--- src/rtl/tls_pkg.sv ---
// ----------------------------------------------------------------------------
// tls_pkg: shared types and constants
// Item structs, register indexes, reset values and phase codes for the
// traffic light sequencer with night blink.
// ----------------------------------------------------------------------------
package tls_pkg;

  localparam int TIMER_BITS_DEFAULT = 16;
  localparam int PERIOD_BITS        = 16;
  localparam int CFG_INDEX_BITS     = 3;
  localparam int CFG_DATA_BITS      = 16;

  localparam logic [7:0]  GREEN_TIME_RESET     = 8'd10;
  localparam logic [7:0]  YELLOW_TIME_RESET    = 8'd3;
  localparam logic [7:0]  RED_TIME_RESET       = 8'd10;
  localparam logic [11:0] DARK_THRESHOLD_RESET = 12'd1000;
  localparam logic [15:0] SECOND_TICKS_RESET   = 16'd1000;
  localparam logic [15:0] BLINK_TICKS_RESET    = 16'd500;
  localparam logic [15:0] DEBOUNCE_TICKS_RESET = 16'd50;

  typedef enum logic [CFG_INDEX_BITS-1:0] {
    REG_GREEN_TIME     = 3'd0,
    REG_YELLOW_TIME    = 3'd1,
    REG_RED_TIME       = 3'd2,
    REG_DARK_THRESHOLD = 3'd3,
    REG_SECOND_TICKS   = 3'd4,
    REG_BLINK_TICKS    = 3'd5,
    REG_DEBOUNCE_TICKS = 3'd6
  } cfg_reg_t;

  typedef enum logic [1:0] {
    PHASE_GREEN  = 2'd0,
    PHASE_YELLOW = 2'd1,
    PHASE_RED    = 2'd2
  } phase_t;

  typedef struct packed {
    logic [11:0] light_level;
    logic        button_level;
    logic        remote_valid;
    logic        remote_value;
  } in_item_t;

  typedef struct packed {
    logic       green_lamp;
    logic       yellow_lamp;
    logic       red_lamp;
    logic       blue_lamp;
    logic       display_show;
    logic [7:0] display_value;
    logic [1:0] light_phase;
    logic       report_valid;
  } out_item_t;

endpackage

--- src/rtl/tls_timer.sv ---
// ----------------------------------------------------------------------------
// tls_timer: saturating tick timer step
// Next count and fire flag for one tick; fires when the count reaches the
// period, then restarts at zero.
// ----------------------------------------------------------------------------
module tls_timer #(
  parameter int TIMER_BITS = tls_pkg::TIMER_BITS_DEFAULT
) (
  input  logic [TIMER_BITS-1:0]          count,
  input  logic [tls_pkg::PERIOD_BITS-1:0] period,
  output logic                           fire,
  output logic [TIMER_BITS-1:0]          count_next
);
  import tls_pkg::*;

  localparam int CW = (TIMER_BITS > PERIOD_BITS) ? TIMER_BITS : PERIOD_BITS;

  logic [TIMER_BITS-1:0] bumped;

  // saturate at all ones
  assign bumped = (&count) ? count : count + TIMER_BITS'(1);
  assign fire   = CW'(bumped) >= CW'(period);
  assign count_next = fire ? '0 : bumped;

endmodule

--- src/rtl/tls_core.sv ---
// ----------------------------------------------------------------------------
// tls_core: sequencer state and per-tick update
// Holds configuration and state; works out one result item per tick.
// ----------------------------------------------------------------------------
module tls_core #(
  parameter int TIMER_BITS = tls_pkg::TIMER_BITS_DEFAULT
) (
  input  logic                                clk,
  input  logic                                rst,
  input  logic                                cfg_we,
  input  logic [tls_pkg::CFG_INDEX_BITS-1:0] cfg_index,
  input  logic [tls_pkg::CFG_DATA_BITS-1:0]  cfg_data,
  input  logic                                take,
  input  tls_pkg::in_item_t                   item,
  output tls_pkg::out_item_t                  result
);
  import tls_pkg::*;

  localparam int CW = (TIMER_BITS > PERIOD_BITS) ? TIMER_BITS : PERIOD_BITS;
  localparam logic [CW-1:0] LIM = CW'({TIMER_BITS{1'b1}});

  // configuration
  logic [7:0]             green_time, yellow_time, red_time;
  logic [11:0]            dark_threshold;
  logic [PERIOD_BITS-1:0] second_ticks, blink_ticks, debounce_ticks;

  // state
  phase_t                phase, phase_next;
  logic [7:0]            seconds_left, seconds_left_next;
  logic [TIMER_BITS-1:0] second_elapsed, blink_elapsed, debounce_elapsed;
  logic [TIMER_BITS-1:0] blink_elapsed_next;
  logic                  button_seen, button_seen_next;
  logic                  flash_level, flash_level_next;
  logic                  yellow_hold, yellow_hold_next;
  logic                  show_enabled, show_enabled_next;

  logic                  deb_fire, sec_fire, blink_fire;
  logic [TIMER_BITS-1:0] deb_count, sec_count, blink_count;
  logic                  night, report;
  logic [CW-1:0]         blink_cap;

  tls_timer #(.TIMER_BITS(TIMER_BITS)) u_deb (
    .count(debounce_elapsed), .period(debounce_ticks),
    .fire(deb_fire), .count_next(deb_count)
  );
  tls_timer #(.TIMER_BITS(TIMER_BITS)) u_sec (
    .count(second_elapsed), .period(second_ticks),
    .fire(sec_fire), .count_next(sec_count)
  );
  tls_timer #(.TIMER_BITS(TIMER_BITS)) u_blink (
    .count(blink_elapsed), .period(blink_ticks),
    .fire(blink_fire), .count_next(blink_count)
  );

  assign night     = item.light_level < dark_threshold;
  assign blink_cap = (CW'(blink_ticks) > LIM) ? LIM : CW'(blink_ticks);

  always_comb begin
    show_enabled_next  = item.remote_valid ? item.remote_value : show_enabled;
    button_seen_next   = button_seen;
    report             = 1'b0;
    phase_next         = phase;
    seconds_left_next  = seconds_left;
    flash_level_next   = flash_level;
    yellow_hold_next   = yellow_hold;
    blink_elapsed_next = blink_count;

    // button: act on a change seen at a sample point; release toggles
    if (deb_fire && (item.button_level != button_seen)) begin
      button_seen_next = item.button_level;
      if (item.button_level) begin
        show_enabled_next = ~show_enabled_next;
        report            = 1'b1;
      end
    end

    // countdown, phase advance on a step from zero
    if (sec_fire) begin
      if (seconds_left == 8'd0) begin
        case (phase)
          PHASE_GREEN: begin
            phase_next        = PHASE_YELLOW;
            seconds_left_next = yellow_time;
          end
          PHASE_YELLOW: begin
            phase_next        = PHASE_RED;
            seconds_left_next = red_time;
          end
          default: begin
            phase_next        = PHASE_GREEN;
            seconds_left_next = green_time;
          end
        endcase
      end else begin
        seconds_left_next = seconds_left - 8'd1;
      end
    end

    if (night) begin
      if (blink_fire) begin
        flash_level_next = ~flash_level;
        yellow_hold_next = ~flash_level;
      end
    end else begin
      yellow_hold_next = (phase_next == PHASE_YELLOW);
      // by day a firing does not restart the blink count
      if (blink_fire) begin
        blink_elapsed_next = blink_cap[TIMER_BITS-1:0];
      end
    end

    result.green_lamp    = !night && (phase_next == PHASE_GREEN);
    result.yellow_lamp   = yellow_hold_next;
    result.red_lamp      = !night && (phase_next == PHASE_RED);
    result.blue_lamp     = show_enabled_next;
    result.display_show  = show_enabled_next && !night;
    result.display_value = seconds_left_next;
    result.light_phase   = phase_next;
    result.report_valid  = report;
  end

  always_ff @(posedge clk) begin
    if (rst) begin
      green_time     <= GREEN_TIME_RESET;
      yellow_time    <= YELLOW_TIME_RESET;
      red_time       <= RED_TIME_RESET;
      dark_threshold <= DARK_THRESHOLD_RESET;
      second_ticks   <= SECOND_TICKS_RESET;
      blink_ticks    <= BLINK_TICKS_RESET;
      debounce_ticks <= DEBOUNCE_TICKS_RESET;
    end else if (cfg_we) begin
      case (cfg_reg_t'(cfg_index))
        REG_GREEN_TIME:     green_time     <= cfg_data[7:0];
        REG_YELLOW_TIME:    yellow_time    <= cfg_data[7:0];
        REG_RED_TIME:       red_time       <= cfg_data[7:0];
        REG_DARK_THRESHOLD: dark_threshold <= cfg_data[11:0];
        REG_SECOND_TICKS:   second_ticks   <= cfg_data;
        REG_BLINK_TICKS:    blink_ticks    <= cfg_data;
        REG_DEBOUNCE_TICKS: debounce_ticks <= cfg_data;
        default: ;
      endcase
    end
  end

  always_ff @(posedge clk) begin
    if (rst) begin
      phase            <= PHASE_GREEN;
      seconds_left     <= GREEN_TIME_RESET;
      second_elapsed   <= '0;
      blink_elapsed    <= '0;
      debounce_elapsed <= '0;
      button_seen      <= 1'b1;
      flash_level      <= 1'b0;
      yellow_hold      <= 1'b0;
      show_enabled     <= 1'b1;
    end else if (take) begin
      phase            <= phase_next;
      seconds_left     <= seconds_left_next;
      second_elapsed   <= sec_count;
      blink_elapsed    <= blink_elapsed_next;
      debounce_elapsed <= deb_count;
      button_seen      <= button_seen_next;
      flash_level      <= flash_level_next;
      yellow_hold      <= yellow_hold_next;
      show_enabled     <= show_enabled_next;
    end
  end

`ifndef SYNTHESIS
  a_hold_idle: assert property (@(posedge clk) disable iff (rst)
    !take |=> $stable(phase) && $stable(seconds_left) && $stable(show_enabled))
    else $error("tls_core: state moved without an item");
  a_report_toggles: assert property (@(posedge clk) disable iff (rst)
    take && !item.remote_valid && result.report_valid |=>
      show_enabled != $past(show_enabled))
    else $error("tls_core: report without enable toggle");
  a_lamps: assert property (@(posedge clk) disable iff (rst)
    take |-> $onehot0({result.green_lamp, result.yellow_lamp, result.red_lamp}))
    else $error("tls_core: more than one lamp lit");
`endif

endmodule

--- src/rtl/tls_outq.sv ---
// ----------------------------------------------------------------------------
// tls_outq: two-entry result buffer
// Holds result items so a new item can enter while one waits downstream.
// ----------------------------------------------------------------------------
module tls_outq (
  input  logic               clk,
  input  logic               rst,
  input  logic               push,
  input  tls_pkg::out_item_t push_item,
  output logic               full,
  output logic               out_valid,
  input  logic               out_ready,
  output tls_pkg::out_item_t out_item
);
  import tls_pkg::*;

  out_item_t  slot [2];
  logic       wr_ptr, rd_ptr;
  logic [1:0] count;
  logic       pop;

  assign full      = count[1];
  assign out_valid = count != 2'd0;
  assign out_item  = slot[rd_ptr];
  assign pop       = out_valid && out_ready;

  always_ff @(posedge clk) begin
    if (push) begin
      slot[wr_ptr] <= push_item;
    end
  end

  always_ff @(posedge clk) begin
    if (rst) begin
      wr_ptr <= 1'b0;
      rd_ptr <= 1'b0;
      count  <= 2'd0;
    end else begin
      if (push) wr_ptr <= ~wr_ptr;
      if (pop)  rd_ptr <= ~rd_ptr;
      case ({push, pop})
        2'b10:   count <= count + 2'd1;
        2'b01:   count <= count - 2'd1;
        default: count <= count;
      endcase
    end
  end

`ifndef SYNTHESIS
  a_no_overfill: assert property (@(posedge clk) disable iff (rst)
    push |-> !full)
    else $error("tls_outq: push into full buffer");
  a_count_range: assert property (@(posedge clk) disable iff (rst)
    count != 2'd3)
    else $error("tls_outq: count out of range");
  a_ptr_count: assert property (@(posedge clk) disable iff (rst)
    (count == 2'd0 || count == 2'd2) |-> wr_ptr == rd_ptr)
    else $error("tls_outq: pointers disagree with count");
`endif

endmodule

--- src/rtl/traffic_light_sequencer_night_blink_core.sv ---
// ----------------------------------------------------------------------------
// traffic_light_sequencer_night_blink_core: top level
// Traffic light sequencer with night flashing and button/remote display
// enable, one item per millisecond tick.
// ----------------------------------------------------------------------------
// Each accepted item is one tick. The core updates all state in the cycle of
// acceptance and the result item sits in a two-entry buffer from the next
// cycle on, so one item can be taken every cycle while the buffer has room;
// in_ready drops only while both buffer entries wait on out_ready. Phases run
// green, yellow, red; the seconds countdown steps every second_ticks ticks
// and reloads with the next phase's time on a step from zero. Below
// dark_threshold green and red go dark, yellow toggles every blink_ticks and
// the display blanks (display_value still carries the countdown). The button
// is sampled every debounce_ticks; a release toggles blue lamp and display
// enable and flags report_valid. A remote write sets the enable directly.
// Configuration writes take effect at once and are meant for idle periods;
// an index beyond the seven registers is ignored.
// ----------------------------------------------------------------------------
module traffic_light_sequencer_night_blink_core #(
  parameter int TIMER_BITS = tls_pkg::TIMER_BITS_DEFAULT
) (
  input  logic                                clk,
  input  logic                                rst,
  // configuration write port
  input  logic                                cfg_we,
  input  logic [tls_pkg::CFG_INDEX_BITS-1:0] cfg_index,
  input  logic [tls_pkg::CFG_DATA_BITS-1:0]  cfg_data,
  // tick items in
  input  logic                                in_valid,
  output logic                                in_ready,
  input  tls_pkg::in_item_t                   in_item,
  // result items out
  output logic                                out_valid,
  input  logic                                out_ready,
  output tls_pkg::out_item_t                  out_item
);
  import tls_pkg::*;

  logic      take;
  logic      full;
  out_item_t result;

  // room in the buffer is all that gates a new tick
  assign in_ready = !full;
  assign take     = in_valid && in_ready;

  tls_core #(.TIMER_BITS(TIMER_BITS)) u_core (
    .clk       (clk),
    .rst       (rst),
    .cfg_we    (cfg_we),
    .cfg_index (cfg_index),
    .cfg_data  (cfg_data),
    .take      (take),
    .item      (in_item),
    .result    (result)
  );

  tls_outq u_outq (
    .clk       (clk),
    .rst       (rst),
    .push      (take),
    .push_item (result),
    .full      (full),
    .out_valid (out_valid),
    .out_ready (out_ready),
    .out_item  (out_item)
  );

endmodule
--- config.mk ---
export PLATFORM = sky130hd
export DESIGN_NAME = traffic_light_sequencer_night_blink_core
export DESIGN_NICKNAME = d
export VERILOG_FILES = /design/src/rtl/tls_pkg.sv /design/src/rtl/tls_timer.sv /design/src/rtl/tls_core.sv /design/src/rtl/tls_outq.sv /design/src/rtl/traffic_light_sequencer_night_blink_core.sv
export SDC_FILE = /design/constraint.sdc
export NUM_CORES = 1
export LEC_CHECK = 0
export BUFFER_PORTS_ARGS = -buffer_cell sky130_fd_sc_hd__buf_2
export CAP_MARGIN = 40
export CELL_PAD_IN_SITES_DETAIL_PLACEMENT = 0
export CELL_PAD_IN_SITES_GLOBAL_PLACEMENT = 1
export CORE_ASPECT_RATIO = 1.2
export CORE_MARGIN = 2
export CORE_UTILIZATION = 47
export DETAILED_ROUTE_END_ITERATION = 8
export PLACE_DENSITY_LB_ADDON = 0.12
export SLEW_MARGIN = 20
export SYNTH_ARGS = -nofsm -noshare
export SYNTH_HDL_FRONTEND = slang
export SYNTH_SLANG_ARGS = --single-unit
--- constraint.sdc ---
create_clock -name clk -period 5.3 [get_ports clk]
set_clock_uncertainty 0.15 [all_clocks]
set_input_delay 1.325 -clock clk [delete_from_list [all_inputs] [get_ports clk]]
set_output_delay 1.325 -clock clk [all_outputs]
set_load 0.02 [all_outputs]
==> impl_metrics.tcl <==
set metrics [dict create \
    status "finished, final reports clean" \
    yosys.cell_count.top_type "nand2_1" \
    power_switching_mw 1.126 \
    irDropWorstVdd_mv 0.2337 \
    layout_setup_ws_ns 0.8394 \
    io_buffer_count 56 \
    globalRouteMet2Util 0.4109 \
    global_route.usage.total 0.2407 \
    postLayoutCoreUtil 0.5279 \
    die_w_um 136.1 \
    finalWirelength_um 25870 \
    row_count 58 \
    clock_sink_count 183 \
    first_global_vias 7839 \
    tritoncts.num_buffers 17 \
    reg2regPathDepth 11 \
    nets 1317 \
    min_period_over_period 0.8416 \
    totalNegativeSetupSlack_ns 0 \
    drt_first_pass_iters 5 \
    grt_util_met3 0.03704 \
    static-leakage-power_nw 4.320 \
    timing_max_transition_violations_final 0 \
    globalRoute.busiestLayer "met2" \
    avgViaCountPerCell 5.534 \
    io-pin-count 57 \
    worst-r2r-setup-slack_ns 0.84 \
    hold_path_startpoint "u_core.green_time[4]$_SDFFE_PP0P_" \
    height_of_the_die_um 162.5 \
    regToRegStartpoint "u_core.second_elapsed[0]$_SDFFE_PP0P_" \
    timing.final.crit_period_ns 4.461 \
    worst_r2r_endpoint "u_outq.slot[1][1]$_DFFE_PP_" \
    finalHoldViolations 0 \
    synth_top_area_share 0.3071 \
    postCtsSetupBuffers 0 \
    gp_congestion 0.8042 \
    synth.avg_cell_area_um2 8.363 \
    max_slew.worst_pin.slew_ns 0.8634 \
    critical-path-slowest-cell "a211o_1" \
    fin_total_pwr_mw 3.649 \
    comb_power_share 0.215 \
    worst_slew_margin_rel 0.4223 \
    synth-async-reset-ratio 0 \
    critPathMaxStageDelay_ns 0.75 \
    worst_hold_path.num_cells 2 \
    setup-violations-final 0 \
    clock_tree.root_cell "clkbuf_16" \
    initial_util 0.4743 \
    critical_path_required_ns 5.32 \
    post-dp-hpwl_um 18210 \
    tritoncts "done" \
    layout.filler_cells 2025 \
    ctsHoldBuffers 0 \
    crit_arrival_ns 4.48 \
    whs_endpoint "u_core.green_time[4]$_SDFFE_PP0P_" \
    grt_use_met1 0.3202 \
    cap_viol_max_count 0 \
    maxClockFrequency_mhz 224.2 \
    critical-path-top-cell-by-count "ha_1" \
    syn2layout_area_growth_pct 11.31 \
    postSynthCellCount 1177 \
    switching_share 0.3085 \
    launching_element_type_of_the_critical_path "flop" \
    post_synth_most_frequent_cells "nand2_1, dfxtp_1, a21oi_1" \
    post_cts_resized 0 \
    hp-class "flop to flop" \
    synth_area_leader_cell "dfxtp_1" \
    dominantRegCellSynth "dfxtp_1" \
    synth_top_area_cells "dfxtp_1, edfxtp_1, nand2_1" \
    grt.overflow.total 0 \
    insertion_delay_ns 0.44 \
    yosysSeqAreaShare 0.4047 \
    antenna_left 0 \
    drc_violation_count_after_routing 0 \
    drt_first_iter_violations 544 \
    worst-path-max-fanout 26 \
    postSynthRegisterBits 183 \
    clk_path_buf_depth 2 \
    setup.worst_path.end_class "flop" \
    power.density_cell_area_nw_per_um2 333.1 \
    grt_setup_unrepaired "no" \
    route.vias.total 8285 \
    n_antenna_cell 0 \
    critical_path.cell_chain "ha_1 -> nand3_1 -> or3_1 -> and4_1 -> xor2_1 -> ha_1 -> nand4_1 -> o31ai_2 -> a211o_1 -> nand2_1 -> mux2_2" \
    grt_first_pass_wirelength_um 41430 \
    floorplan.core_area_um2 20750 \
    final_cells 1497 \
    synthesis.area_um2 9843 \
    antenna_violations_before_repair 1 \
    grt_start_max_net_pins 64 \
    route.detailed.wl_per_inst_um 17.28 \
    criticalPathCategory "flop to flop" \
    dp_slack_ns 0.9397 \
    placed_cells 1464 \
    full_die_area_um2 22120 \
    htree_levels 4 \
    synth-edff-count 32 \
    clock_power_share 0.341 \
    clk_pin_slew_ns 0.07 \
    sequential_share_of_power 0.444 \
    ys_warn_count 0 \
    internal_power_mw 2.523 \
    mappedNetlistNets 1280 \
    layout_cell_share_with_drive_strength_beyond_1 0.1222 \
    yosys.cell_types.count 61 \
]
-- logic make-up after synthesis --
| family | count (synthesis) | share of synthesized area |
|---|---|---|
| AO/OA/AOI/OAI | 282 | 0.1772 |
| XOR/XNOR | 35 | 0.03114 |
| adder cells (fa/ha/maj) | 64 | 0.08135 |
| buffers and inverters | 126 | 0.05021 |
| flip-flops | 183 | 0.4047 |
| multiplexers | 47 | 0.05186 |
| AND/OR/NAND/NOR | 440 | 0.2035 |
-- through the flow --
| stage | hold WS (ns) | instance area [um^2] |
|---|---|---|
| 2_1_floorplan | 0.2818 | 9843 |
| 3_3_place_gp | 0.2879 | 10360 |
| 3_5_place_dp | 0.2948 | 10370 |
| 4_1_cts | 0.3042 | 10950 |
| 5_1_grt | 0.3229 | 10960 |
| 6_report | 0.3038 | 10960 |
-- routing by layer --
| metal | wire [um] | up-vias |
|---|---|---|
| met3 | 799 | 23 |
| met1 | 12150 | 3899 |
| met5 | 0 | - |
| li1 | - | 4215 |
| met4 | 343 | 0 |
| met2 | 12580 | 148 |
-- flip-flops by register name, indices dropped and copies added, names as in the netlist, 2 cells and up, named ones only --
signal,flops
u_outq.slot,32
u_core.blink_elapsed,16
u_core.blink_ticks,16
u_core.debounce_elapsed,16
u_core.debounce_ticks,16
u_core.second_elapsed,16
u_core.second_ticks,16
u_core.dark_threshold,12
u_core.green_time,8
u_core.red_time,8
u_core.seconds_left,8
u_core.yellow_time,8
u_core.phase,2
u_outq.count,2
-- power groups by stage --
stage | registers, mW | logic [mW] | clock network (mW)
after floorplan | 1.61 | 0.574 | 0
after global placement | 1.65 | 0.780 | 0
after detailed placement | 1.65 | 0.790 | 0
after CTS | 1.62 | 0.794 | 1.27
after global routing | 1.63 | 0.877 | 1.32
final | 1.62 | 0.784 | 1.24
-- worst max path at each step --
stage | startpoint | to | cells after the start
after floorplan | u_core.second_elapsed[0]$_SDFFE_PP0P_ | u_outq.slot[0][7]$_DFFE_PP_ | 14
after global placement | u_core.second_elapsed[0]$_SDFFE_PP0P_ | u_outq.slot[0][1]$_DFFE_PP_ | 11
after detailed placement | u_core.second_elapsed[0]$_SDFFE_PP0P_ | u_outq.slot[0][1]$_DFFE_PP_ | 11
after CTS | u_core.second_elapsed[0]$_SDFFE_PP0P_ | u_outq.slot[1][1]$_DFFE_PP_ | 11
after global routing | u_core.second_elapsed[0]$_SDFFE_PP0P_ | u_outq.slot[0][1]$_DFFE_PP_ | 11
final | u_core.second_elapsed[0]$_SDFFE_PP0P_ | u_outq.slot[1][1]$_DFFE_PP_ | 11
-- layout make-up --
cell class	instances	area [um^2]	share of cell area
Multi-Input combinational cell	868	5384	0.4914
Sequential cell	183	3984	0.3636
Clock buffer	20	456.7	0.04168
Timing Repair Buffer	74	416.7	0.03803
Tap cell	270	337.8	0.03083
Inverter	70	262.8	0.02398
Clock inverter	12	115.1	0.01051
-- worst max-delay path, delay by kind of cell (launching register included) --
family / cells / cell delay [ns]
xor gates and xnor gates: 1 / 0.16
AOI/OAI and AO/OA: 2 / 1.07
adders and majority gates: 2 / 0.54
and+or+nand+nor: 5 / 1.48
DFF: 1 / 0.46
muxes: 1 / 0.35
-- cells in the final DEF (no fill, tap or decap), types with 15 or more instances in the layout --
| master | Yosys | final |
|---|---|---|
| nand2_1 | 216 | 216 |
| dfxtp_1 | 151 | 151 |
| a21oi_1 | 122 | 122 |
| nor2_1 | 69 | 68 |
| inv_1 | 68 | 68 |
| ha_1 | 64 | 64 |
| buf_2 | 10 | 57 |
| o21ai_0 | 48 | 47 |
| nand3_1 | 43 | 43 |
| mux2_2 | 32 | 32 |
| edfxtp_1 | 32 | 32 |
| o211ai_1 | 25 | 25 |
| xnor2_1 | 25 | 25 |
| a31oi_1 | 20 | 20 |
| nor3_1 | 20 | 19 |
| nand4_1 | 17 | 17 |
| clkbuf_16 | 0 | 17 |
| buf_4 | 0 | 16 |
| mux2i_1 | 15 | 15 |
(Power assumes the default switching activity.)
